**src/sv/wrcp_pkg.sv**
```systemverilog
package wrcp_pkg;

    localparam int NUM_CELLS = 9;
    localparam int OCC_W     = 9;
    localparam int CELL_W    = 4;
    localparam int WEIGHT_W  = 31;
    localparam int AMOUNT_W  = 32;
    localparam int RND_W     = 31;
    localparam int ACTION_W  = 2;
    localparam int STATUS_W  = 2;
    localparam int IDX_W     = $clog2(NUM_CELLS);
    localparam int TOTAL_W   = WEIGHT_W + $clog2(NUM_CELLS);
    localparam int BIT_CNT_W = $clog2(RND_W + 1);

    localparam logic [WEIGHT_W-1:0] WEIGHT_MAX = '1;
    localparam logic [WEIGHT_W-1:0] INIT_RESET = WEIGHT_W'(1000);

    typedef enum logic [ACTION_W-1:0] {
        ACT_INIT   = 2'd0,
        ACT_LOAD   = 2'd1,
        ACT_ADJUST = 2'd2,
        ACT_PICK   = 2'd3
    } action_t;

    typedef enum logic [STATUS_W-1:0] {
        ST_DONE       = 2'd0,
        ST_IGNORED    = 2'd1,
        ST_NO_WEIGHTS = 2'd2
    } status_t;

    typedef enum logic [2:0] {
        S_IDLE,
        S_SUM,
        S_ADJ,
        S_DIV,
        S_WALK,
        S_FINISH
    } state_t;

    typedef struct packed {
        logic start;
    } rem_ctrl_t;

    typedef struct packed {
        logic done;
    } rem_stat_t;

endpackage

```
**src/sv/wrcp_rem_unit.sv**
```systemverilog
module wrcp_rem_unit (
    input  logic                             clk,
    input  logic                             rst_n,
    input  wrcp_pkg::rem_ctrl_t              ctrl,
    input  logic [wrcp_pkg::RND_W-1:0]       dividend,
    input  logic [wrcp_pkg::TOTAL_W-1:0]     divisor,
    output wrcp_pkg::rem_stat_t              stat,
    output logic [wrcp_pkg::TOTAL_W-1:0]     remainder
);

    logic [wrcp_pkg::RND_W-1:0]     dvd_reg, dvd_next;
    logic [wrcp_pkg::TOTAL_W-1:0]   rem_reg, rem_next;
    logic [wrcp_pkg::BIT_CNT_W-1:0] cnt_reg, cnt_next;
    logic                           busy_reg, busy_next;
    logic                           done_reg, done_next;
    logic [wrcp_pkg::TOTAL_W:0]     trial;
    logic [wrcp_pkg::TOTAL_W:0]     diff;
    logic                           fits;

    // one quotient bit per cycle, restoring form
    assign trial = {rem_reg, dvd_reg[wrcp_pkg::RND_W-1]};
    assign fits  = trial >= {1'b0, divisor};
    assign diff  = trial - {1'b0, divisor};

    always_comb
    begin
        dvd_next  = dvd_reg;
        rem_next  = rem_reg;
        cnt_next  = cnt_reg;
        busy_next = busy_reg;
        done_next = 1'b0;
        if (ctrl.start)
        begin
            dvd_next  = dividend;
            rem_next  = '0;
            cnt_next  = wrcp_pkg::BIT_CNT_W'(wrcp_pkg::RND_W);
            busy_next = 1'b1;
        end
        else if (busy_reg)
        begin
            dvd_next = {dvd_reg[wrcp_pkg::RND_W-2:0], 1'b0};
            rem_next = fits ? diff[wrcp_pkg::TOTAL_W-1:0] : trial[wrcp_pkg::TOTAL_W-1:0];
            cnt_next = cnt_reg - 1'b1;
            if (cnt_reg == wrcp_pkg::BIT_CNT_W'(1))
            begin
                busy_next = 1'b0;
                done_next = 1'b1;
            end
        end
    end

    always_ff @(posedge clk or negedge rst_n)
    begin
        if (!rst_n)
        begin
            cnt_reg  <= '0;
            busy_reg <= 1'b0;
            done_reg <= 1'b0;
        end
        else
        begin
            cnt_reg  <= cnt_next;
            busy_reg <= busy_next;
            done_reg <= done_next;
        end
    end

    always_ff @(posedge clk)
    begin
        dvd_reg <= dvd_next;
        rem_reg <= rem_next;
    end

    assign stat.done = done_reg;
    assign remainder = rem_reg;

endmodule

```
**src/sv/weighted_random_cell_picker.sv**
```systemverilog
// channel   direction  payload                                       handshake
// s_axis    in         tuser action, tdata occ/cell/amount/random    tvalid/tready
// m_axis    out        tuser status, tdata chosen_cell               tvalid/tready
// cfg       in         initial_weight                                valid/ready
//
// init and load write the weights in SUM, then finish; adjust sums the weights
// (one cycle per cell), then updates the cell in ADJ; pick sums the weights, runs
// the bit-serial remainder unit (one bit per cycle), then one cycle per cell in the prefix walk
// reset clears all weights to zero and sets the initial weight to 1000
// a new item is taken while a finished result waits in the output register
module weighted_random_cell_picker (
    input  logic                              clk,
    input  logic                              rst_n,
    input  logic                              s_axis_tvalid,
    output logic                              s_axis_tready,
    // occupied_cells, cell_req, amount, random_value, zero pad
    input  logic [79:0]                       s_axis_tdata,
    // action
    input  logic [wrcp_pkg::ACTION_W-1:0]     s_axis_tuser,
    output logic                              m_axis_tvalid,
    input  logic                              m_axis_tready,
    // chosen_cell, zero pad
    output logic [7:0]                        m_axis_tdata,
    // status
    output logic [wrcp_pkg::STATUS_W-1:0]     m_axis_tuser,
    input  logic                              cfg_valid,
    output logic                              cfg_ready,
    input  logic [wrcp_pkg::WEIGHT_W-1:0]     cfg_data
);

    localparam int CELL_LO = wrcp_pkg::OCC_W;
    localparam int AMT_LO  = CELL_LO + wrcp_pkg::CELL_W;
    localparam int RND_LO  = AMT_LO + wrcp_pkg::AMOUNT_W;
    localparam int ADJ_W   = wrcp_pkg::WEIGHT_W + 3;
    localparam int CHK_W   = wrcp_pkg::TOTAL_W + 2;

    wrcp_pkg::state_t                state_reg, state_next;
    wrcp_pkg::action_t               action_reg, action_next;
    logic [wrcp_pkg::OCC_W-1:0]      occ_reg, occ_next;
    logic [wrcp_pkg::CELL_W-1:0]     cell_reg, cell_next;
    logic [wrcp_pkg::AMOUNT_W-1:0]   amount_reg, amount_next;
    logic [wrcp_pkg::RND_W-1:0]      random_reg, random_next;
    logic [wrcp_pkg::WEIGHT_W-1:0]   weights_reg [wrcp_pkg::NUM_CELLS];
    logic [wrcp_pkg::WEIGHT_W-1:0]   weights_next [wrcp_pkg::NUM_CELLS];
    logic [wrcp_pkg::WEIGHT_W-1:0]   init_weight_reg;
    logic [wrcp_pkg::TOTAL_W-1:0]    total_reg, total_next;
    logic [wrcp_pkg::TOTAL_W-1:0]    run_reg, run_next;
    logic [wrcp_pkg::IDX_W-1:0]      cnt_reg, cnt_next;
    logic                            div_start_reg, div_start_next;
    logic [wrcp_pkg::CELL_W-1:0]     res_cell_reg, res_cell_next;
    wrcp_pkg::status_t               res_status_reg, res_status_next;
    logic                            m_valid_reg, m_valid_next;
    logic [wrcp_pkg::CELL_W-1:0]     out_cell_reg, out_cell_next;
    wrcp_pkg::status_t               out_status_reg, out_status_next;

    logic                            in_fire;
    logic                            cell_ok;
    logic [wrcp_pkg::IDX_W-1:0]      cell_idx;
    logic [wrcp_pkg::WEIGHT_W-1:0]   w_sel;
    logic [wrcp_pkg::WEIGHT_W-1:0]   w_cnt;
    logic signed [ADJ_W-1:0]         adj_sum;
    logic signed [CHK_W-1:0]         tot_chk;
    logic [wrcp_pkg::WEIGHT_W-1:0]   adj_weight;
    logic                            adj_ignore;
    logic [wrcp_pkg::TOTAL_W-1:0]    run_sum;
    logic                            last_cell;
    wrcp_pkg::rem_ctrl_t             rem_ctrl;
    wrcp_pkg::rem_stat_t             rem_stat;
    logic [wrcp_pkg::TOTAL_W-1:0]    rem_val;

    wrcp_rem_unit u_rem (
        .clk       (clk),
        .rst_n     (rst_n),
        .ctrl      (rem_ctrl),
        .dividend  (random_reg),
        .divisor   (total_reg),
        .stat      (rem_stat),
        .remainder (rem_val)
    );

    assign rem_ctrl.start = div_start_reg;

    assign s_axis_tready = (state_reg == wrcp_pkg::S_IDLE);
    assign in_fire       = s_axis_tvalid && s_axis_tready;
    assign cfg_ready     = 1'b1;

    assign cell_ok  = (cell_reg != '0) &&
                      ({1'b0, cell_reg} <= (wrcp_pkg::CELL_W + 1)'(wrcp_pkg::NUM_CELLS));
    assign cell_idx = wrcp_pkg::IDX_W'(cell_reg - 1'b1);
    assign w_sel    = weights_reg[cell_idx];
    assign w_cnt    = weights_reg[cnt_reg];
    assign last_cell = (cnt_reg == wrcp_pkg::IDX_W'(wrcp_pkg::NUM_CELLS - 1));

    assign adj_sum = signed'({3'b000, w_sel}) +
                     signed'({{(ADJ_W - wrcp_pkg::AMOUNT_W){amount_reg[wrcp_pkg::AMOUNT_W-1]}},
                              amount_reg});
    assign tot_chk = signed'({2'b00, total_reg}) +
                     signed'({{(CHK_W - wrcp_pkg::AMOUNT_W){amount_reg[wrcp_pkg::AMOUNT_W-1]}},
                              amount_reg});
    assign adj_ignore = (!amount_reg[wrcp_pkg::AMOUNT_W-1] && (amount_reg != '0) &&
                         (w_sel == wrcp_pkg::WEIGHT_MAX)) || (tot_chk <= 0);

    always_comb
    begin
        if (adj_sum < 0)
            adj_weight = '0;
        else if (adj_sum > signed'({3'b000, wrcp_pkg::WEIGHT_MAX}))
            adj_weight = wrcp_pkg::WEIGHT_MAX;
        else
            adj_weight = adj_sum[wrcp_pkg::WEIGHT_W-1:0];
    end

    assign run_sum = run_reg + wrcp_pkg::TOTAL_W'(w_cnt);

    always_comb
    begin
        state_next      = state_reg;
        action_next     = action_reg;
        occ_next        = occ_reg;
        cell_next       = cell_reg;
        amount_next     = amount_reg;
        random_next     = random_reg;
        weights_next    = weights_reg;
        total_next      = total_reg;
        run_next        = run_reg;
        cnt_next        = cnt_reg;
        div_start_next  = 1'b0;
        res_cell_next   = res_cell_reg;
        res_status_next = res_status_reg;
        m_valid_next    = m_valid_reg && !m_axis_tready;
        out_cell_next   = out_cell_reg;
        out_status_next = out_status_reg;

        unique case (state_reg)
            wrcp_pkg::S_IDLE:
            begin
                if (in_fire)
                begin
                    action_next     = wrcp_pkg::action_t'(s_axis_tuser);
                    occ_next        = s_axis_tdata[wrcp_pkg::OCC_W-1:0];
                    cell_next       = s_axis_tdata[AMT_LO-1:CELL_LO];
                    amount_next     = s_axis_tdata[RND_LO-1:AMT_LO];
                    random_next     = s_axis_tdata[RND_LO+wrcp_pkg::RND_W-1:RND_LO];
                    total_next      = '0;
                    run_next        = '0;
                    cnt_next        = '0;
                    res_cell_next   = '0;
                    res_status_next = wrcp_pkg::ST_DONE;
                    state_next      = wrcp_pkg::S_SUM;
                end
            end
            wrcp_pkg::S_SUM:
            begin
                unique case (action_reg)
                    wrcp_pkg::ACT_INIT:
                    begin
                        for (int k = 0; k < wrcp_pkg::NUM_CELLS; k++)
                        begin
                            if (k < wrcp_pkg::OCC_W && occ_reg[k % wrcp_pkg::OCC_W])
                                weights_next[k] = '0;
                            else
                                weights_next[k] = init_weight_reg;
                        end
                        state_next = wrcp_pkg::S_FINISH;
                    end
                    wrcp_pkg::ACT_LOAD:
                    begin
                        if (!cell_ok)
                            res_status_next = wrcp_pkg::ST_IGNORED;
                        else if (amount_reg[wrcp_pkg::AMOUNT_W-1])
                            weights_next[cell_idx] = '0;
                        else
                            weights_next[cell_idx] = amount_reg[wrcp_pkg::WEIGHT_W-1:0];
                        state_next = wrcp_pkg::S_FINISH;
                    end
                    default:
                    begin
                        if (action_reg == wrcp_pkg::ACT_ADJUST && !cell_ok)
                        begin
                            res_status_next = wrcp_pkg::ST_IGNORED;
                            state_next      = wrcp_pkg::S_FINISH;
                        end
                        else
                        begin
                            total_next = total_reg + wrcp_pkg::TOTAL_W'(w_cnt);
                            cnt_next   = cnt_reg + 1'b1;
                            if (last_cell)
                            begin
                                cnt_next = '0;
                                if (action_reg == wrcp_pkg::ACT_ADJUST)
                                    state_next = wrcp_pkg::S_ADJ;
                                else if (total_next == '0)
                                begin
                                    res_status_next = wrcp_pkg::ST_NO_WEIGHTS;
                                    state_next      = wrcp_pkg::S_FINISH;
                                end
                                else
                                begin
                                    div_start_next = 1'b1;
                                    state_next     = wrcp_pkg::S_DIV;
                                end
                            end
                        end
                    end
                endcase
            end
            wrcp_pkg::S_ADJ:
            begin
                if (adj_ignore)
                    res_status_next = wrcp_pkg::ST_IGNORED;
                else
                    weights_next[cell_idx] = adj_weight;
                state_next = wrcp_pkg::S_FINISH;
            end
            wrcp_pkg::S_DIV:
            begin
                if (rem_stat.done)
                    state_next = wrcp_pkg::S_WALK;
            end
            wrcp_pkg::S_WALK:
            begin
                // target = rem + 1, so target <= run means rem < run
                run_next = run_sum;
                cnt_next = cnt_reg + 1'b1;
                if (rem_val < run_sum || last_cell)
                begin
                    res_cell_next = wrcp_pkg::CELL_W'(cnt_reg) + 1'b1;
                    state_next    = wrcp_pkg::S_FINISH;
                end
            end
            wrcp_pkg::S_FINISH:
            begin
                if (!m_valid_reg || m_axis_tready)
                begin
                    m_valid_next    = 1'b1;
                    out_cell_next   = res_cell_reg;
                    out_status_next = res_status_reg;
                    state_next      = wrcp_pkg::S_IDLE;
                end
            end
            default:
            begin
                state_next = wrcp_pkg::S_IDLE;
            end
        endcase
    end

    always_ff @(posedge clk or negedge rst_n)
    begin
        if (!rst_n)
        begin
            state_reg       <= wrcp_pkg::S_IDLE;
            div_start_reg   <= 1'b0;
            m_valid_reg     <= 1'b0;
            init_weight_reg <= wrcp_pkg::INIT_RESET;
            for (int k = 0; k < wrcp_pkg::NUM_CELLS; k++)
            begin
                weights_reg[k] <= '0;
            end
        end
        else
        begin
            state_reg     <= state_next;
            div_start_reg <= div_start_next;
            m_valid_reg   <= m_valid_next;
            weights_reg   <= weights_next;
            if (cfg_valid && cfg_ready)
                init_weight_reg <= cfg_data;
        end
    end

    always_ff @(posedge clk)
    begin
        action_reg     <= action_next;
        occ_reg        <= occ_next;
        cell_reg       <= cell_next;
        amount_reg     <= amount_next;
        random_reg     <= random_next;
        total_reg      <= total_next;
        run_reg        <= run_next;
        cnt_reg        <= cnt_next;
        res_cell_reg   <= res_cell_next;
        res_status_reg <= res_status_next;
        out_cell_reg   <= out_cell_next;
        out_status_reg <= out_status_next;
    end

    assign m_axis_tvalid = m_valid_reg;
    assign m_axis_tdata  = {{(8 - wrcp_pkg::CELL_W){1'b0}}, out_cell_reg};
    assign m_axis_tuser  = out_status_reg;

endmodule
```
**config.mk**
```make
export PLATFORM = sky130hd
export DESIGN_NAME = weighted_random_cell_picker
export DESIGN_NICKNAME = d
export VERILOG_FILES = /design/src/sv/wrcp_pkg.sv /design/src/sv/wrcp_rem_unit.sv /design/src/sv/weighted_random_cell_picker.sv
export SDC_FILE = /design/constraint.sdc
export NUM_CORES = 2
export LEC_CHECK = 0
export BUFFER_PORTS_ARGS = -buffer_cell sky130_fd_sc_hd__buf_4
export CAP_MARGIN = 10
export CORE_UTILIZATION = 57
export CTS_CLUSTER_DIAMETER = 200
export DETAILED_ROUTE_END_ITERATION = 8
export GPL_TIMING_DRIVEN = 0
export PLACE_DENSITY_LB_ADDON = 0.12
export SYNTH_ARGS = -nofsm -noshare
export SYNTH_HDL_FRONTEND = slang
export SYNTH_SLANG_ARGS = --single-unit
```
**constraint.sdc**
```tcl
create_clock -name clk -period 6.5 [get_ports clk]
set_input_delay 0.65 -clock clk [delete_from_list [all_inputs] [get_ports clk]]
set_output_delay 0.65 -clock clk [all_outputs]
set_load 0.01 [all_outputs]
```
Word-level counts from Yosys, hierarchy flattened:

Cells that the tools add are included.

* output and inout port bits: 13
* logic and storage cells: 188
* register bits: 552
* input port bits: 118

* equality and inequality tests: 26
* $lt $le $gt $ge: 9
* $add $sub $neg: 8
* mux-type cells: 76
* bitwise operators: 4
* reduce and logical (&&, ||, !) cells: 35

Operator list (number)
* $pmux 279 s2: 2
* $mux 279: 3
* $bwmux 279: 2
* $mux 31: 18
* $and 279x279->279: 1
* $not 279->279: 1
* $bmux 31 s4: 2
* $mux 35: 4
* $pmux 35 s2: 2
* $demux 31 s4: 1
* $add 35x31->35: 2
* $add 36x32->37: 1
* $le 37x1->1 const B: 1
* $ge 36x35->1: 1
* $logic_not 35->1: 1
* $lt 35x35->1: 1
* $sub 35x35->35: 1
* $add 32x32->33: 1
* $gt 33x32->1 const B: 1
* $lt 33x1->1 const B: 1
* $reduce_bool 32->1: 1
* $eq 31x31->1 const B: 1
* $mux 3: 9
* $mux 4: 5
* 40 further kinds: 95

Depth between registers and ports, before layout:

* depth in word-level cells: 12
* depth in mapped cells: 29
* depth with buffers taken out: 27

Modules after synthesis:

A second synthesis with hierarchy kept.

* cells, all modules: 4839
* area total of the unflattened synthesis: 45841.5 um^2

By module, submodules not included
* weighted_random_cell_picker: cells an instance 4281, times used 1, sequential area each 12814.8 um^2, area each 40691.5 um^2
* wrcp_rem_unit: cells an instance 558, times used 1, sequential area each 1806.7 um^2, area each 5149.9 um^2

Worst setup path after synthesis:

Ideal clock, no wire load.

* path kind: register to register
* from: register cnt_reg[0] in the netlist's numbering
* to: register res_cell_reg[0] in the netlist's numbering (enable)
* cell stages (with the launch flop): 29
* arrival: 6.574 ns
* setup time: 0.344 ns
* slack: -0.419 ns
* period minus slack after synthesis: 6.919 ns
* data required time: 6.156 ns
* path through: edfxtp_1 -> buf_1 -> clkbuf_1 -> mux4_2 -> mux2i_1 -> o21ai_0 -> ha_1 -> fa_1 -> a21o_1 -> a21oi_1 -> o21ai_0 -> a31o_2 -> a21bo_2 -> nand2_1 -> o21ai_0 -> a21o_1 -> a211oi_1 -> or2_2 -> ha_1 -> a21o_1 -> a21o_1 -> a21o_1 -> a21o_1 -> a21o_1 -> a21o_1 -> a221o_1 -> a21oi_1 -> o21ai_0 -> a21oi_1

* word-level cells in the longest chain between the ends: 9
* elaborated cells between the ends (all ways): 10

RTL lines
* start: declaration: RTL line weighted_random_cell_picker.sv:48 `logic [wrcp_pkg::IDX_W-1:0] cnt_reg, cnt_next;`
* start signal: assignment: RTL line weighted_random_cell_picker.sv:281 `cnt_reg <= cnt_next;`
* $not 4->5 (not written as such): RTL line weighted_random_cell_picker.sv:91 `assign w_cnt = weights_reg[cnt_reg];`
* $bmux 31 s4: RTL line weighted_random_cell_picker.sv:91
* $mux 31 (not written as such) (2 in a row): RTL line weighted_random_cell_picker.sv:91
* $add 35x31->35: RTL line weighted_random_cell_picker.sv:113 `assign run_sum = run_reg + wrcp_pkg::TOTAL_W'(w_cnt);`
* $lt 35x35->1: RTL line weighted_random_cell_picker.sv:225 `if (rem_val < run_sum || last_cell)`
* $logic_or 1x1->1 *: RTL line weighted_random_cell_picker.sv:225
* $ne 2x2->1 (no source line) *
* $reduce_and 3->1 (no source line) *
* end signal: assignment: RTL line weighted_random_cell_picker.sv:282 `res_cell_reg <= res_cell_next;`
* end: declaration: RTL line weighted_random_cell_picker.sv:50 `logic [wrcp_pkg::CELL_W-1:0] res_cell_reg, res_cell_next;`

Every way passes the cells marked *; elsewhere a longest branch is shown, timed or not. The select of a mux whose other input is x is not followed.
A chain may end at the register's enable or synchronous reset.

Worst setup path after layout:

* from: register cnt_reg[0] in the netlist's numbering
* to: register state_reg[0]

* word-level cells in the longest chain between the ends: 9
* elaborated cells between the ends (all ways): 11

RTL lines
* $not 4->5 (not written as such): RTL line weighted_random_cell_picker.sv:91
* $bmux 31 s4: RTL line weighted_random_cell_picker.sv:91
* $mux 31 (not written as such) (2 in a row): RTL line weighted_random_cell_picker.sv:91
* $add 35x31->35: RTL line weighted_random_cell_picker.sv:113
* $lt 35x35->1: RTL line weighted_random_cell_picker.sv:225
* $logic_or 1x1->1: RTL line weighted_random_cell_picker.sv:225
* $ne 2x2->1 (no source line)
* $reduce_and 5->1 (no source line) *
* end signal: assignment: RTL line weighted_random_cell_picker.sv:252 `state_reg <= wrcp_pkg::S_IDLE;`
* end signal: assignment: RTL line weighted_random_cell_picker.sv:263 `state_reg <= state_next;`
* end: declaration: RTL line weighted_random_cell_picker.sv:37 `wrcp_pkg::state_t state_reg, state_next;`

Marked as above.

==> results.md <==
- EDFF count, synth: 195
- Detailed placer's ending HPWL: 140.5 mm
- Switch share: 0.2362
- Top post-synthesis cells by area: dfrtp_1 18%, edfxtp_1 13%, mux2_2 8.3%, mux4_2 6.3%, ha_1 5.9%
- Initial drt markers: 5674
- Number of global-route vias before repair: 41830
- I/O pin total: 131
- Worst-Margin Slew: 1129 ps
- CP endpoint: state_reg[0]
- Chip height: 281.2 µm
- Input/output buffers: 121
- Routed Antenna Nets: 0
- Max-slew headroom: 0.2394
- Setup crit start: cnt_reg[0]
- Clock Latency Late Sink: 650 ps
- Crit path required time: 6960 ps
- DR vias/cell: 7.047
- Pint: 0.006076 W
- DIE AREA: 79050 µm²
- Max Slew Vio Count: 0
- Max-Cap Viols: 0
- YS warnings: 0
- Outcome: finished clean
- Hold slack: 184.0 ps
- Vias: 43440
- Row count: 102
- Final Skew: 33.06 ps
- Register area share after synthesis: 0.3292
- Synth unique cells: 85
- Crit Reg-Reg Startpoint: cnt_reg[0]
- Fraction of registers with async set/reset: 0.5833
- Share of layout cells above drive strength 1: 0.1936
- PnR worst setup slack: 55.01 ps
- Dominant synthesized flop cell: dfrtp_1
- Crit Path Category: reg2reg
- Clk pwr share: 0.500
- Reg2reg path depth: 25
- Buffers from clock root to sink, at most: 3
- # DRC: 0
- Max FFs per register: 279
- Crit path DAT: 6910 ps
- Pleak: 20.65 nW
- Setup violators final: 0
- Clock-pin slew on the worst setup and hold paths: 60 ps
- Psw: 0.001879 W
- Synth-to-layout area growth: 14.61%
- Initial antenna violation count: 2
- Final Hold Viols: 0
- Cells after Synth: 4816
- Mapped cell area: 44420 µm²
- CTS Buf Count: 69
- Largest area contributor in the netlist: dfrtp_1
- Non-Filler Instances: 6164
- Peak VDD IR: 213.5 µV
- Worst r2r dst: state_reg[0]
- First-pass GRT wire length: 264.8 mm
- Final min period: 6445 ps
- Total number of clock tree sinks: 552
- H-tree Lvls: 3
- Max Freq: 155.2 MHz
- Register bit total from synthesis: 552
- Synth top area share: 0.1780
- RSZ-0062 raised after global routing: yes
- DRT Wirelength: 181.3 mm
- CTS tree: done
- Placed Cells: 5986
- Power Total: 0.007955 W
- Power per cell area: 156.3 nW/µm²
- Detailed Routing Iterations Pass 1: 8
- Core ar.: 77340 µm²
- Grt total ovfl: 0
- Period Utilization, post-route: 0.9915
- Total global-route track usage: 0.4524
- Min-delay worst type: in2reg
- Startpoint class of the critical path: register
- R2r setup slk: 60 ps
- Crit-path max FO: 10
- WL/cell: 29.42 µm
- Pre-CTS WS: -2913 ps
- Sequential share of power: 0.464
- Initial Util: 0.5744
- Final Net Count: 5400
- TNS Setup: 0 ps
- Die Span X: 281.2 µm
- Largest net degree at the start of global routing: 118
- Commonest non-fill, non-tap cells in the layout: 420 x o21ai_0, 420 x a21oi_1, 356 x nand3_1
- Gpl congestion: 1.069
- Setup crit end kind: register
- Clk root buf: clkbuf_16
- Syn Area/Cell: 9.224 µm²
- Gate power share: 0.036
metal layers:
layer / part of all wire / global-route usage / up-vias
li1: - / - / 18890
met1: 0.35 / 0.5215 / 20800
met2: 0.45 / 0.7254 / 2929
met3: 0.10 / 0.09053 / 816
met4: 0.098 / 0.3796 / 2
met5: 0.000072 / 0 / -
power groups by stage:
stage | combinational (W) | sequential (W) | clock (W)
final | 0.000286 | 0.00369 | 0.00398
after global placement | 0.000270 | 0.00375 | 0
after detailed placement | 0.000283 | 0.00375 | 0
after floorplan | 0.000164 | 0.00370 | 0
after global routing | 0.000314 | 0.00369 | 0.00410
after CTS | 0.000285 | 0.00368 | 0.00397
worst max-delay path, stage by stage (launching register included):
cell and delay [ps]:
edfxtp_1 520, buf_6 200, clkbuf_8 230, mux4_2 570, mux2i_1 330, o21ai_0 330
ha_2 520, nand2_1 90, o21ai_0 230, a21oi_1 70, a21boi_4 180, o211ai_1 220
nor2b_4 240, a41oi_2 160, a21bo_2 250, nor3b_1 150, or2_2 290, ha_1 280
nand4_1 210, nor2_4 220, nand3_4 140, o221ai_2 240, a21oi_2 70, o21ai_2 180
a21oi_4 90, nand4b_1 240
area by class of cell:
class | count | area [µm²]
multi-input combinational | 3781 | 28520
fill | 6431 | 26430
sequential | 552 | 14620
buffer | 397 | 2026
timing repair buffer | 183 | 1876
clock buffer | 90 | 1846
tap | 1040 | 1301
clock inverter | 35 | 400.4
inverter | 85 | 321.6
antenna | 1 | 2.502
synth_stat cells, drive strengths merged (7+ instances only):
cell type    n
mux2i       91
nor4        22
dfrtp      316
nand4       44
o22ai      282
a211oi      51
nor2       231
o21ai      466
and2        18
ha         208
or2         12
and3        26
a21boi      13
edfxtp     195
nand2b      27
a21oi      431
a31o         9
nor3b      286
mux2       342
o311ai      10
o211ai      11
mux4       124
a311oi       9
a31oi       18
xnor2       77
o21bai      15
o31ai        7
nand2      213
a21o        96
nor3        46
clkbuf     302
dfxtp       35
inv         85
nand3      366
nor2b       21
buf         99
xor2        50
a211o       17
or3         10
o21a        35
cell families after synthesis:
group | synth area share
flip-flops | 0.3292
buffers and inverters | 0.04721
AO/OA/AOI/OAI | 0.2031
adder cells (fa/ha/maj) | 0.06084
multiplexers | 0.1701
XOR/XNOR | 0.02504
AND/OR/NAND/NOR | 0.1645
other | 0.0001691
worst min path at each step:
| stage | cells past startpoint | startpoint | endpoint | slack, ps |
|---|---|---|---|---|
| 5_1_grt | 1 | s_axis_tdata[3] | occ_reg[3] | 180 |
| 4_1_cts | 1 | s_axis_tdata[3] | occ_reg[3] | 160 |
| 3_5_place_dp | 0 | res_status_reg[0] | m_axis_tuser[0] | 410 |
| 3_3_place_gp | 0 | res_status_reg[0] | m_axis_tuser[0] | 410 |
| 6_report | 1 | s_axis_tdata[3] | occ_reg[3] | 180 |
| 2_1_floorplan | 0 | rst_n | div_start_reg | 350 |
what timing repair did:
| action | 4_1_cts | 5_1_grt |
|---|---|---|
| resized for setup | 235 | 84 |
| cloned | 0 | 0 |
| hold buffers | 1 | 0 |
| endpoints found under the hold margin | 12 | 0 |
| pin swaps | 38 | 34 |
| setup buffers | 39 | 15 |
| endpoints found under the setup margin | 298 | 286 |
stage by stage:
step / utilization / cell area [µm²]
after floorplan: - / 44440
after global placement: 0.6031 / 46650
after detailed placement: 0.6052 / 46800
after CTS: 0.6524 / 50460
after global routing: 0.6583 / 50910
final: 0.6583 / 50910
Note: power is estimated with default switching activity, not from simulation.
